## src/rtl/ostt_pkg.sv

```systemverilog
// Shared types and constants for the one-shot tick timer.
`timescale 1ns / 1ps

package ostt_pkg;

    localparam int unsigned ADDR_W = 4;
    localparam int unsigned DATA_W = 32;

    localparam logic [1:0] REG_ONE_SHOT_MODE = 2'd0;
    localparam logic [1:0] REG_PERIOD_TICKS  = 2'd1;
    localparam logic [1:0] REG_IRQ_ENABLE    = 2'd2;

    localparam logic [1:0] OP_TICK       = 2'd0;
    localparam logic [1:0] OP_ARM_WAKEUP = 2'd1;
    localparam logic [1:0] OP_ACK        = 2'd2;
    localparam logic [1:0] OP_READ_CLOCK = 2'd3;

    localparam logic [15:0] TICK_MUL     = 16'd60398;
    localparam logic [16:0] REM_STEP     = 17'd16384;
    localparam logic [31:0] MATCH_MAX    = 32'hFFFF_FFFF;
    localparam logic [31:0] PERIOD_RESET = 32'd3686;
    // smallest difference whose converted tick count exceeds 32 bits
    localparam logic [63:0] SAT_LIMIT    = 64'd1165084013;

    typedef struct packed {
        logic [1:0]  operation;
        logic [63:0] wakeup_us;
    } item_t;

    typedef struct packed {
        logic        irq_pending;
        logic [63:0] time_us;
        logic [31:0] match_ticks;
    } result_t;

    typedef struct packed {
        logic        one_shot_mode;
        logic [31:0] period_ticks;
        logic        irq_enable;
    } cfg_t;

endpackage

```

## src/rtl/one_shot_tick_timer.sv

```systemverilog
// A transaction is held in the input register, then its result in the result register.
// Throughput: one transaction per cycle; the input register and the result
// register move together whenever the result is taken or the result slot is empty.
// Each transaction updates the timer state in the single step between the two.
// Reset: one-shot mode, period 3686, interrupt enabled, counter, flag and clock zero.
`timescale 1ns / 1ps

module one_shot_tick_timer
(
    input  logic                        clk,
    input  logic                        rst_n,
    input  logic                        item_valid,
    output logic                        item_ready,
    input  ostt_pkg::item_t             item,
    output logic                        result_valid,
    input  logic                        result_ready,
    output ostt_pkg::result_t           result,
    input  logic                        psel,
    input  logic                        penable,
    input  logic                        pwrite,
    input  logic [ostt_pkg::ADDR_W-1:0] paddr,
    input  logic [ostt_pkg::DATA_W-1:0] pwdata,
    output logic [ostt_pkg::DATA_W-1:0] prdata,
    output logic                        pready
);

    ostt_pkg::cfg_t    cfg;
    ostt_pkg::item_t   item_reg;
    logic              in_valid_reg;
    ostt_pkg::result_t result_reg;
    ostt_pkg::result_t result_next;
    logic              out_valid_reg;
    logic              advance;

    assign advance      = in_valid_reg && (!out_valid_reg || result_ready);
    assign item_ready   = !in_valid_reg || advance;
    assign result_valid = out_valid_reg;
    assign result       = result_reg;

    ostt_regs u_regs
    (
        .clk     (clk),
        .rst_n   (rst_n),
        .psel    (psel),
        .penable (penable),
        .pwrite  (pwrite),
        .paddr   (paddr),
        .pwdata  (pwdata),
        .prdata  (prdata),
        .pready  (pready),
        .cfg     (cfg)
    );

    ostt_core u_core
    (
        .clk     (clk),
        .rst_n   (rst_n),
        .step_en (advance),
        .item    (item_reg),
        .cfg     (cfg),
        .result  (result_next)
    );

    always_ff @(posedge clk or negedge rst_n)
    begin
        if (!rst_n)
        begin
            in_valid_reg  <= 1'b0;
            out_valid_reg <= 1'b0;
        end
        else
        begin
            if (item_ready)
            begin
                in_valid_reg <= item_valid;
            end
            if (advance)
            begin
                out_valid_reg <= 1'b1;
            end
            else if (result_ready)
            begin
                out_valid_reg <= 1'b0;
            end
        end
    end

    always_ff @(posedge clk)
    begin
        if (item_valid && item_ready)
        begin
            item_reg <= item;
        end
        if (advance)
        begin
            result_reg <= result_next;
        end
    end

endmodule

```

## src/rtl/ostt_regs.sv

```systemverilog
// APB configuration registers of the one-shot tick timer.
`timescale 1ns / 1ps

module ostt_regs
(
    input  logic                        clk,
    input  logic                        rst_n,
    input  logic                        psel,
    input  logic                        penable,
    input  logic                        pwrite,
    input  logic [ostt_pkg::ADDR_W-1:0] paddr,
    input  logic [ostt_pkg::DATA_W-1:0] pwdata,
    output logic [ostt_pkg::DATA_W-1:0] prdata,
    output logic                        pready,
    output ostt_pkg::cfg_t              cfg
);

    ostt_pkg::cfg_t cfg_reg;
    logic [1:0]     reg_idx;
    logic           wr_en;

    assign reg_idx = paddr[3:2];
    assign wr_en   = psel && penable && pwrite;
    assign pready  = 1'b1;
    assign cfg     = cfg_reg;

    always_ff @(posedge clk or negedge rst_n)
    begin
        if (!rst_n)
        begin
            cfg_reg.one_shot_mode <= 1'b1;
            cfg_reg.period_ticks  <= ostt_pkg::PERIOD_RESET;
            cfg_reg.irq_enable    <= 1'b1;
        end
        else if (wr_en)
        begin
            case (reg_idx)
                ostt_pkg::REG_ONE_SHOT_MODE: cfg_reg.one_shot_mode <= pwdata[0];
                ostt_pkg::REG_PERIOD_TICKS:  cfg_reg.period_ticks  <= pwdata;
                ostt_pkg::REG_IRQ_ENABLE:    cfg_reg.irq_enable    <= pwdata[0];
                default:
                begin
                end
            endcase
        end
    end

    always_comb
    begin
        case (reg_idx)
            ostt_pkg::REG_ONE_SHOT_MODE: prdata = {31'b0, cfg_reg.one_shot_mode};
            ostt_pkg::REG_PERIOD_TICKS:  prdata = cfg_reg.period_ticks;
            ostt_pkg::REG_IRQ_ENABLE:    prdata = {31'b0, cfg_reg.irq_enable};
            default:                     prdata = '0;
        endcase
    end

endmodule

```

## src/rtl/ostt_us_to_ticks.sv

```systemverilog
// Microsecond to tick conversion with saturation and clamp to 1..0xFFFFFFFF.
`timescale 1ns / 1ps

module ostt_us_to_ticks
(
    input  logic [63:0] diff_us,
    output logic [31:0] ticks
);

    logic        sat;
    logic [46:0] prod;
    logic [31:0] scaled;

    assign sat    = diff_us >= ostt_pkg::SAT_LIMIT;
    assign prod   = {16'b0, diff_us[30:0]} * {31'b0, ostt_pkg::TICK_MUL};
    assign scaled = prod[45:14];

    always_comb
    begin
        if (sat)
        begin
            ticks = ostt_pkg::MATCH_MAX;
        end
        else if (scaled == 32'd0)
        begin
            ticks = 32'd1;
        end
        else
        begin
            ticks = scaled;
        end
    end

endmodule

```

## src/rtl/ostt_core.sv

```systemverilog
// Timer state: tick counter, converted tick time, match value, flag and clock.
`timescale 1ns / 1ps

module ostt_core
(
    input  logic              clk,
    input  logic              rst_n,
    input  logic              step_en,
    input  ostt_pkg::item_t   item,
    input  ostt_pkg::cfg_t    cfg,
    output ostt_pkg::result_t result
);

    // total_reg tracks clock_reg plus the elapsed tick count converted to microseconds
    logic [31:0] count_reg, count_next;
    logic [30:0] quot_reg, quot_next;
    logic [15:0] rem_reg, rem_next;
    logic [31:0] match_reg, match_next;
    logic        flag_reg, flag_next;
    logic [63:0] clock_reg, clock_next;
    logic [63:0] total_reg, total_next;

    logic [31:0] count_inc;
    logic        wrap;
    logic [16:0] rem_sum;
    logic        carry;
    logic [15:0] rem_adv;
    logic [31:0] match_force;
    logic        wake_passed;
    logic [63:0] diff_us;
    logic [31:0] conv_ticks;
    logic [31:0] arm_match;

    assign count_inc   = count_reg + 32'd1;
    assign wrap        = (count_reg == ostt_pkg::MATCH_MAX);
    assign rem_sum     = {1'b0, rem_reg} + ostt_pkg::REM_STEP;
    assign carry       = rem_sum >= {1'b0, ostt_pkg::TICK_MUL};
    assign rem_adv     = carry ? 16'(rem_sum - {1'b0, ostt_pkg::TICK_MUL}) : rem_sum[15:0];
    assign match_force = cfg.one_shot_mode ? match_reg : cfg.period_ticks;
    assign wake_passed = item.wakeup_us <= total_reg;
    assign diff_us     = item.wakeup_us - total_reg;
    assign arm_match   = wake_passed ? 32'd1 : conv_ticks;

    ostt_us_to_ticks u_conv
    (
        .diff_us (diff_us),
        .ticks   (conv_ticks)
    );

    always_comb
    begin
        count_next = count_reg;
        quot_next  = quot_reg;
        rem_next   = rem_reg;
        match_next = match_reg;
        flag_next  = flag_reg;
        clock_next = clock_reg;
        total_next = total_reg;
        if (step_en)
        begin
            case (item.operation)
                ostt_pkg::OP_TICK:
                begin
                    count_next = count_inc;
                    if (wrap)
                    begin
                        quot_next  = '0;
                        rem_next   = '0;
                        total_next = clock_reg;
                    end
                    else
                    begin
                        rem_next   = rem_adv;
                        quot_next  = quot_reg + {30'b0, carry};
                        total_next = total_reg + {63'b0, carry};
                    end
                    if (count_inc == match_force)
                    begin
                        flag_next = 1'b1;
                    end
                end
                ostt_pkg::OP_ARM_WAKEUP:
                begin
                    if (cfg.one_shot_mode)
                    begin
                        clock_next = total_reg;
                        count_next = '0;
                        quot_next  = '0;
                        rem_next   = '0;
                        match_next = arm_match;
                        flag_next  = 1'b0;
                    end
                end
                ostt_pkg::OP_ACK:
                begin
                    count_next = '0;
                    quot_next  = '0;
                    rem_next   = '0;
                    flag_next  = 1'b0;
                    if (cfg.one_shot_mode)
                    begin
                        clock_next = total_reg;
                        match_next = ostt_pkg::MATCH_MAX;
                    end
                    else
                    begin
                        total_next = clock_reg;
                    end
                end
                default:
                begin
                end
            endcase
        end
    end

    assign result.irq_pending = flag_next & cfg.irq_enable;
    assign result.time_us     = cfg.one_shot_mode ? total_next : clock_next;
    assign result.match_ticks = cfg.one_shot_mode ? match_next : cfg.period_ticks;

    always_ff @(posedge clk or negedge rst_n)
    begin
        if (!rst_n)
        begin
            count_reg <= '0;
            quot_reg  <= '0;
            rem_reg   <= '0;
            match_reg <= ostt_pkg::PERIOD_RESET;
            flag_reg  <= 1'b0;
            clock_reg <= '0;
            total_reg <= '0;
        end
        else
        begin
            count_reg <= count_next;
            quot_reg  <= quot_next;
            rem_reg   <= rem_next;
            match_reg <= match_next;
            flag_reg  <= flag_next;
            clock_reg <= clock_next;
            total_reg <= total_next;
        end
    end

endmodule
```

## config.mk

```make
export PLATFORM = sky130hd
export DESIGN_NAME = one_shot_tick_timer
export DESIGN_NICKNAME = d
export VERILOG_FILES = /design/src/rtl/ostt_pkg.sv /design/src/rtl/one_shot_tick_timer.sv /design/src/rtl/ostt_regs.sv /design/src/rtl/ostt_us_to_ticks.sv /design/src/rtl/ostt_core.sv
export SDC_FILE = /design/constraint.sdc
export NUM_CORES = 2
export LEC_CHECK = 0
export ABC_AREA = 1
export BUFFER_PORTS_ARGS = -buffer_cell sky130_fd_sc_hd__buf_2
export CAP_MARGIN = 20
export CORE_UTILIZATION = 62
export DETAILED_ROUTE_END_ITERATION = 10
export PLACE_DENSITY = 0.92
export SYNTH_ARGS = -nofsm -noshare
export SYNTH_HDL_FRONTEND = slang
export SYNTH_SLANG_ARGS = --single-unit
```

## constraint.sdc

```tcl
create_clock -name clk -period 22.3 [get_ports clk]
set_input_delay 4.46 -clock clk [delete_from_list [all_inputs] [get_ports clk]]
set_output_delay 4.46 -clock clk [all_outputs]
set_load 0.02 [all_outputs]
```

=== Word-level counts from Yosys, hierarchy flattened ===
Index checks and enable logic that the tools add are counted.

* Input bits: 109
* Bits in registers: 408
* Output and inout port bits: 132
* Logic and storage cells: 80

* Multiplexer cells: 29
* Magnitude comparators: 3
* Equality and inequality tests: 7
* Reductions and logical operators: 18
* Bitwise operators: 1
* $mul: 1
* $add $sub $neg: 5

{| class="wikitable"
|+ Operator list
! operator !! count
|-
| two-way mux 64 bit || 6
|-
| two-way mux 32 bit || 9
|-
| case mux 32 bit (3 select lines) || 2
|-
| case mux 64 bit (2 select lines) || 1
|-
| adder 64 x 1 -> 64 bit || 1
|-
| >= comparator 64 x 31 -> 1 bit (second input constant) || 1
|-
| less-or-equal comparator 64 bit || 1
|-
| case mux 32 bit (2 select lines) || 1
|-
| subtractor 64 bit || 1
|-
| two-way mux 16 bit || 3
|-
| case mux 16 bit (3 select lines) || 1
|-
| multiplier 31 x 15 -> 45 bit (second input constant) || 1
|-
| adder 32 x 1 -> 32 bit (second input constant) || 1
|-
| == test 32 bit || 1
|-
| == test 32 bit (second input constant) || 1
|-
| zero test 32 bit || 1
|-
| adder 16 x 15 -> 17 bit (second input constant) || 1
|-
| >= comparator 17 x 16 -> 1 bit (second input constant) || 1
|-
| subtractor 16 bit (second input constant) || 1
|-
| AND reduction 2 bit || 3
|-
| two-way mux 1 bit || 5
|-
| == test 2 x 1 -> 1 bit (second input constant) || 2
|-
| == test 2 bit (second input constant) || 2
|-
| logical AND 1 bit || 4
|-
| other kinds (10) || 13
|}

=== Depth between registers and ports, before layout ===
* Word-level depth: 10
* Gate-level depth with buffers: 53
* Depth with buffers taken out: 53

=== By module ===
From an unflattened synthesis, not the netlist that was laid out.

* Cells, all modules: 5059
* Area, all modules: 37364.6 µm²

{| class="wikitable"
|+ Modules (own cells, without submodules)
! module !! times used !! area each (µm²) !! cells an instance !! seq. area each (µm²)
|-
| ostt_core || 1 || 19321.0 || 3086 || 5213.8
|-
| ostt_us_to_ticks || 1 || 11350.9 || 1572 || 0.0
|-
| one_shot_tick_timer || 1 || 4989.8 || 175 || 4944.7
|-
| ostt_regs || 1 || 1702.9 || 226 || 862.1
|}

=== Least setup slack after synthesis ===
No wires, ideal clock.

* Path kind: input to output
* Start: input paddr[2] in the netlist's numbering
* End: output prdata[10] in the netlist's numbering
* Data required time: 17840 ps
* Setup slack: 12594 ps
* Buffers on the path: 1
* Stages: 5
* Data arrival time: 5246 ps
* Cell sequence: inv_1 -> nor2_1 -> clkinv_1 -> clkbuf_1 -> nor2_1

* Word-level cells in the longest chain between the ends: 2
* Elaborated cells on any way between the ends: 4
* Classes of those cells: eq/ne (2); mux (1); reduce/logical (1)

{| class="wikitable"
|+ RTL lines
! what !! RTL line !! source
|-
| start: declaration || one_shot_tick_timer.sv:21 || <nowiki>input logic [ostt_pkg::ADDR_W-1:0] paddr,</nowiki>
|-
| == test 2 bit (tied with other cells) || ostt_regs.sv:50 || <nowiki>case (reg_idx)</nowiki>
|-
| case mux 32 bit (3 select lines) (*) || ostt_regs.sv:50 ||
|-
| end: declaration || one_shot_tick_timer.sv:23 || <nowiki>output logic [ostt_pkg::DATA_W-1:0] prdata,</nowiki>
|}

Every way passes the cells marked *; elsewhere a longest branch is shown, timed or not.

=== Final worst setup path ===
* Start: input paddr[2] in the netlist's numbering
* End: output prdata[0] in the netlist's numbering

The elaborated chain is that of the path after synthesis.

==> flow_metrics.env <==
export IMPL_die_w_microns=250
export IMPL_r2r_start="u_core.total_reg[8]"
export IMPL_path_clk_slew_ns=0.07
export IMPL_arrival_ns=6.24
export IMPL_worst_slew_pin_slew_ns=1.13
export IMPL_crit_start="paddr[2]"
export IMPL_synth_main_ff_cell="dfrtp_1"
export IMPL_outcome="finished, final reports clean"
export IMPL_hold_buffers=0
export IMPL_core_area_sq_mm=0.0607
export IMPL_fillers=5020
export IMPL_cts_root_buf="clkbuf_16"
export IMPL_tns_ns=0
export IMPL_hold_viol=0
export IMPL_yosysUniqueCellTypes=60
export IMPL_crit_path_end_kind="primary output"
export IMPL_yosysMostFrequentCell="nand2_1"
export IMPL_synth_seq_cells=407
export IMPL_grt_pass1_vias=34900
export IMPL_antenna_found_initial=3
export IMPL_timing_reg2reg_worst_path_depth=44
export IMPL_diodes=0
export IMPL_drc=0
export IMPL_drive_above_1_share_pct=8.70
export IMPL_wl_per_cell_microns=18.5
export IMPL_synth_area_top_cells="dfrtp_1, nand2_1, edfxtp_1"
export IMPL_row_count=90
export IMPL_drt_first_pass_iters=6
export IMPL_grt_overflow=0
export IMPL_drt_iter0_drc=3481
export IMPL_multiInputGateArea_sq_mm=0.0225
export IMPL_syn_area_per_cell_sq_um=7.24
export IMPL_syn_nets=5841
export IMPL_place_congestion=1.03
export IMPL_r2r_setup_slack_ns=13.06
export IMPL_cts_buffer_depth=3
export IMPL_synth_largest_area_cell="dfrtp_1"
export IMPL_rr_endpoint="result[0]"
export IMPL_holdCritStartpoint="u_regs.cfg[0]"
export IMPL_ys_seq_area_share_pct=28.8
export IMPL_portBuffers=237
export IMPL_dieHeight_microns=250
export IMPL_slew_violations=0
export IMPL_synth_edf_count=163
export IMPL_largest_reg_flops=97
export IMPL_fmax_mhz=93.5
export IMPL_cts_tree="yes"
export IMPL_start_kind="primary input"
export IMPL_worstHoldPathCells=2
export IMPL_worstSetupPathType="primary input to primary output"
export IMPL_layout_nets=6024
export IMPL_grt_pass1_wl_mm=183
export IMPL_async_flop_share_pct=60.0
export IMPL_fin_worst_skew_ns=0.0272
export IMPL_ff_latch_area_sq_mm=0.0110
export IMPL_syn_cell_area_sq_mm=0.0383
export IMPL_place_ws_ns=11.69
export IMPL_ys_warn_count=0
export IMPL_worstPathMaxFanout=33
export IMPL_grt_max_degree=250
export IMPL_cts_resized=0
export IMPL_synth_commonest_cells="nand2_1, inv_1, nor2_1, o21ai_0, ha_1"
export IMPL_slew_headroom_pct=24.8
export IMPL_rsz0062_at_grt="no"
export IMPL_vias_per_cell=5.67
export IMPL_setup_viol=0
export IMPL_finalCritPeriodShare_pct=48.0
export IMPL_vias=35600
export IMPL_clock_latency_ns=0.61
export IMPL_worst_slack_ns=11.61
export IMPL_cap_violations=0
export IMPL_finalWirelength_mm=117
export IMPL_cts_num_sinks=407
export IMPL_worstPathRequired_ns=17.84
export IMPL_yosysTopAreaCellShare_pct=14.9
export IMPL_holdPathEnd="u_regs.cfg[0]"
export IMPL_start_util_pct=63.0
export IMPL_synth_cells=5287
export IMPL_htree_levels=2
export IMPL_ant_nets=0
export IMPL_dp_hpwl_mm=90.9
export IMPL_period_minus_slack_ns=10.70
export IMPL_post_cts_buffers=0
export IMPL_hold_class="flip-flop to flip-flop"
export IMPL_num_io_pins=241
export IMPL_track_usage_pct=37.2
export IMPL_die_area_sq_mm=0.0627
export IMPL_area_growth_pct=8.73
export IMPL_cts_buffers=44
-- how the worst max path moves through the flow --
stage                       to  slack [ns]  cells after the start
floorplan           prdata[10]       12.59                      5
global placement     prdata[0]       11.76                      6
global route         prdata[0]       11.42                      6
finish               prdata[0]       11.61                      6
detailed placement   prdata[0]       11.69                      6
CTS                  prdata[0]       11.67                      6
-- critical path, cell delays in order --
cell and delay (ns):
buf_2 0.08, inv_1 0.07, nor2_1 0.11, clkinv_1 0.78
o211ai_1 0.51, buf_2 0.23
-- metrics by stage --
| stage | instances | hold slack [ns] | utilization [%] | area, sq um |
|---|---|---|---|---|
| final | 6288 | 0.511 | 68.5 | 41600 |
| after detailed placement | 6203 | 0.491 | 66.0 | 40100 |
| after CTS | 6285 | 0.499 | 68.5 | 41600 |
| after global routing | 6288 | 0.527 | 68.5 | 41600 |
| after global placement | 6202 | 0.498 | 66.0 | 40100 |
| after floorplan | 5287 | 0.473 | - | 38300 |
-- layout by cell type (no fill, tap or decap), types with 21 or more instances in the layout --
cell type  instances
nand2_1         1410
inv_1           1095
nor2_1           441
o21ai_0          282
buf_2            236
ha_1             233
dfrtp_1          228
nand3_1          218
fa_1             211
a21oi_1          208
edfxtp_1         163
xor2_1           103
nor3_1            73
nand4_1           52
mux2i_1           51
o22ai_1           46
clkbuf_16         44
nand3_2           39
o211ai_1          30
a21boi_1          30
nand2_2           29
xnor2_1           24
nand3b_1          22
nor4_1            21
-- per-layer routing --
layer  share of wire, %  global-route usage [%]  up-vias
met4                7.9                    25.5        4
met3                7.5                    4.89      412
met2                 47                    61.6     1729
met1                 38                    45.4    16600
li1                   -                       -    16900
met5              0.022                       0        -
-- cell type report --
cell class	instances	area share [%]
multi-input combinational	3646	54.2
sequential	407	26.5
inverter	1113	10.1
timing repair buffer	258	3.36
clock buffer	51	2.71
tap	782	2.35
clock inverter	31	0.836
-- logic make-up after synthesis --
family	count (synthesis)	share of synthesized area (%)
xor+xnor	131	3.09
simple gates	2351	26.0
buf+inv	1234	12.4
mux	62	1.66
compound gates	656	9.40
other cells	1	0.00980
fa+ha+maj	445	18.7
flops	407	28.8
Power is left out: the tool's default activity adds up to more than one toggle a clock period on the data nets, which glitch-free logic cannot reach.
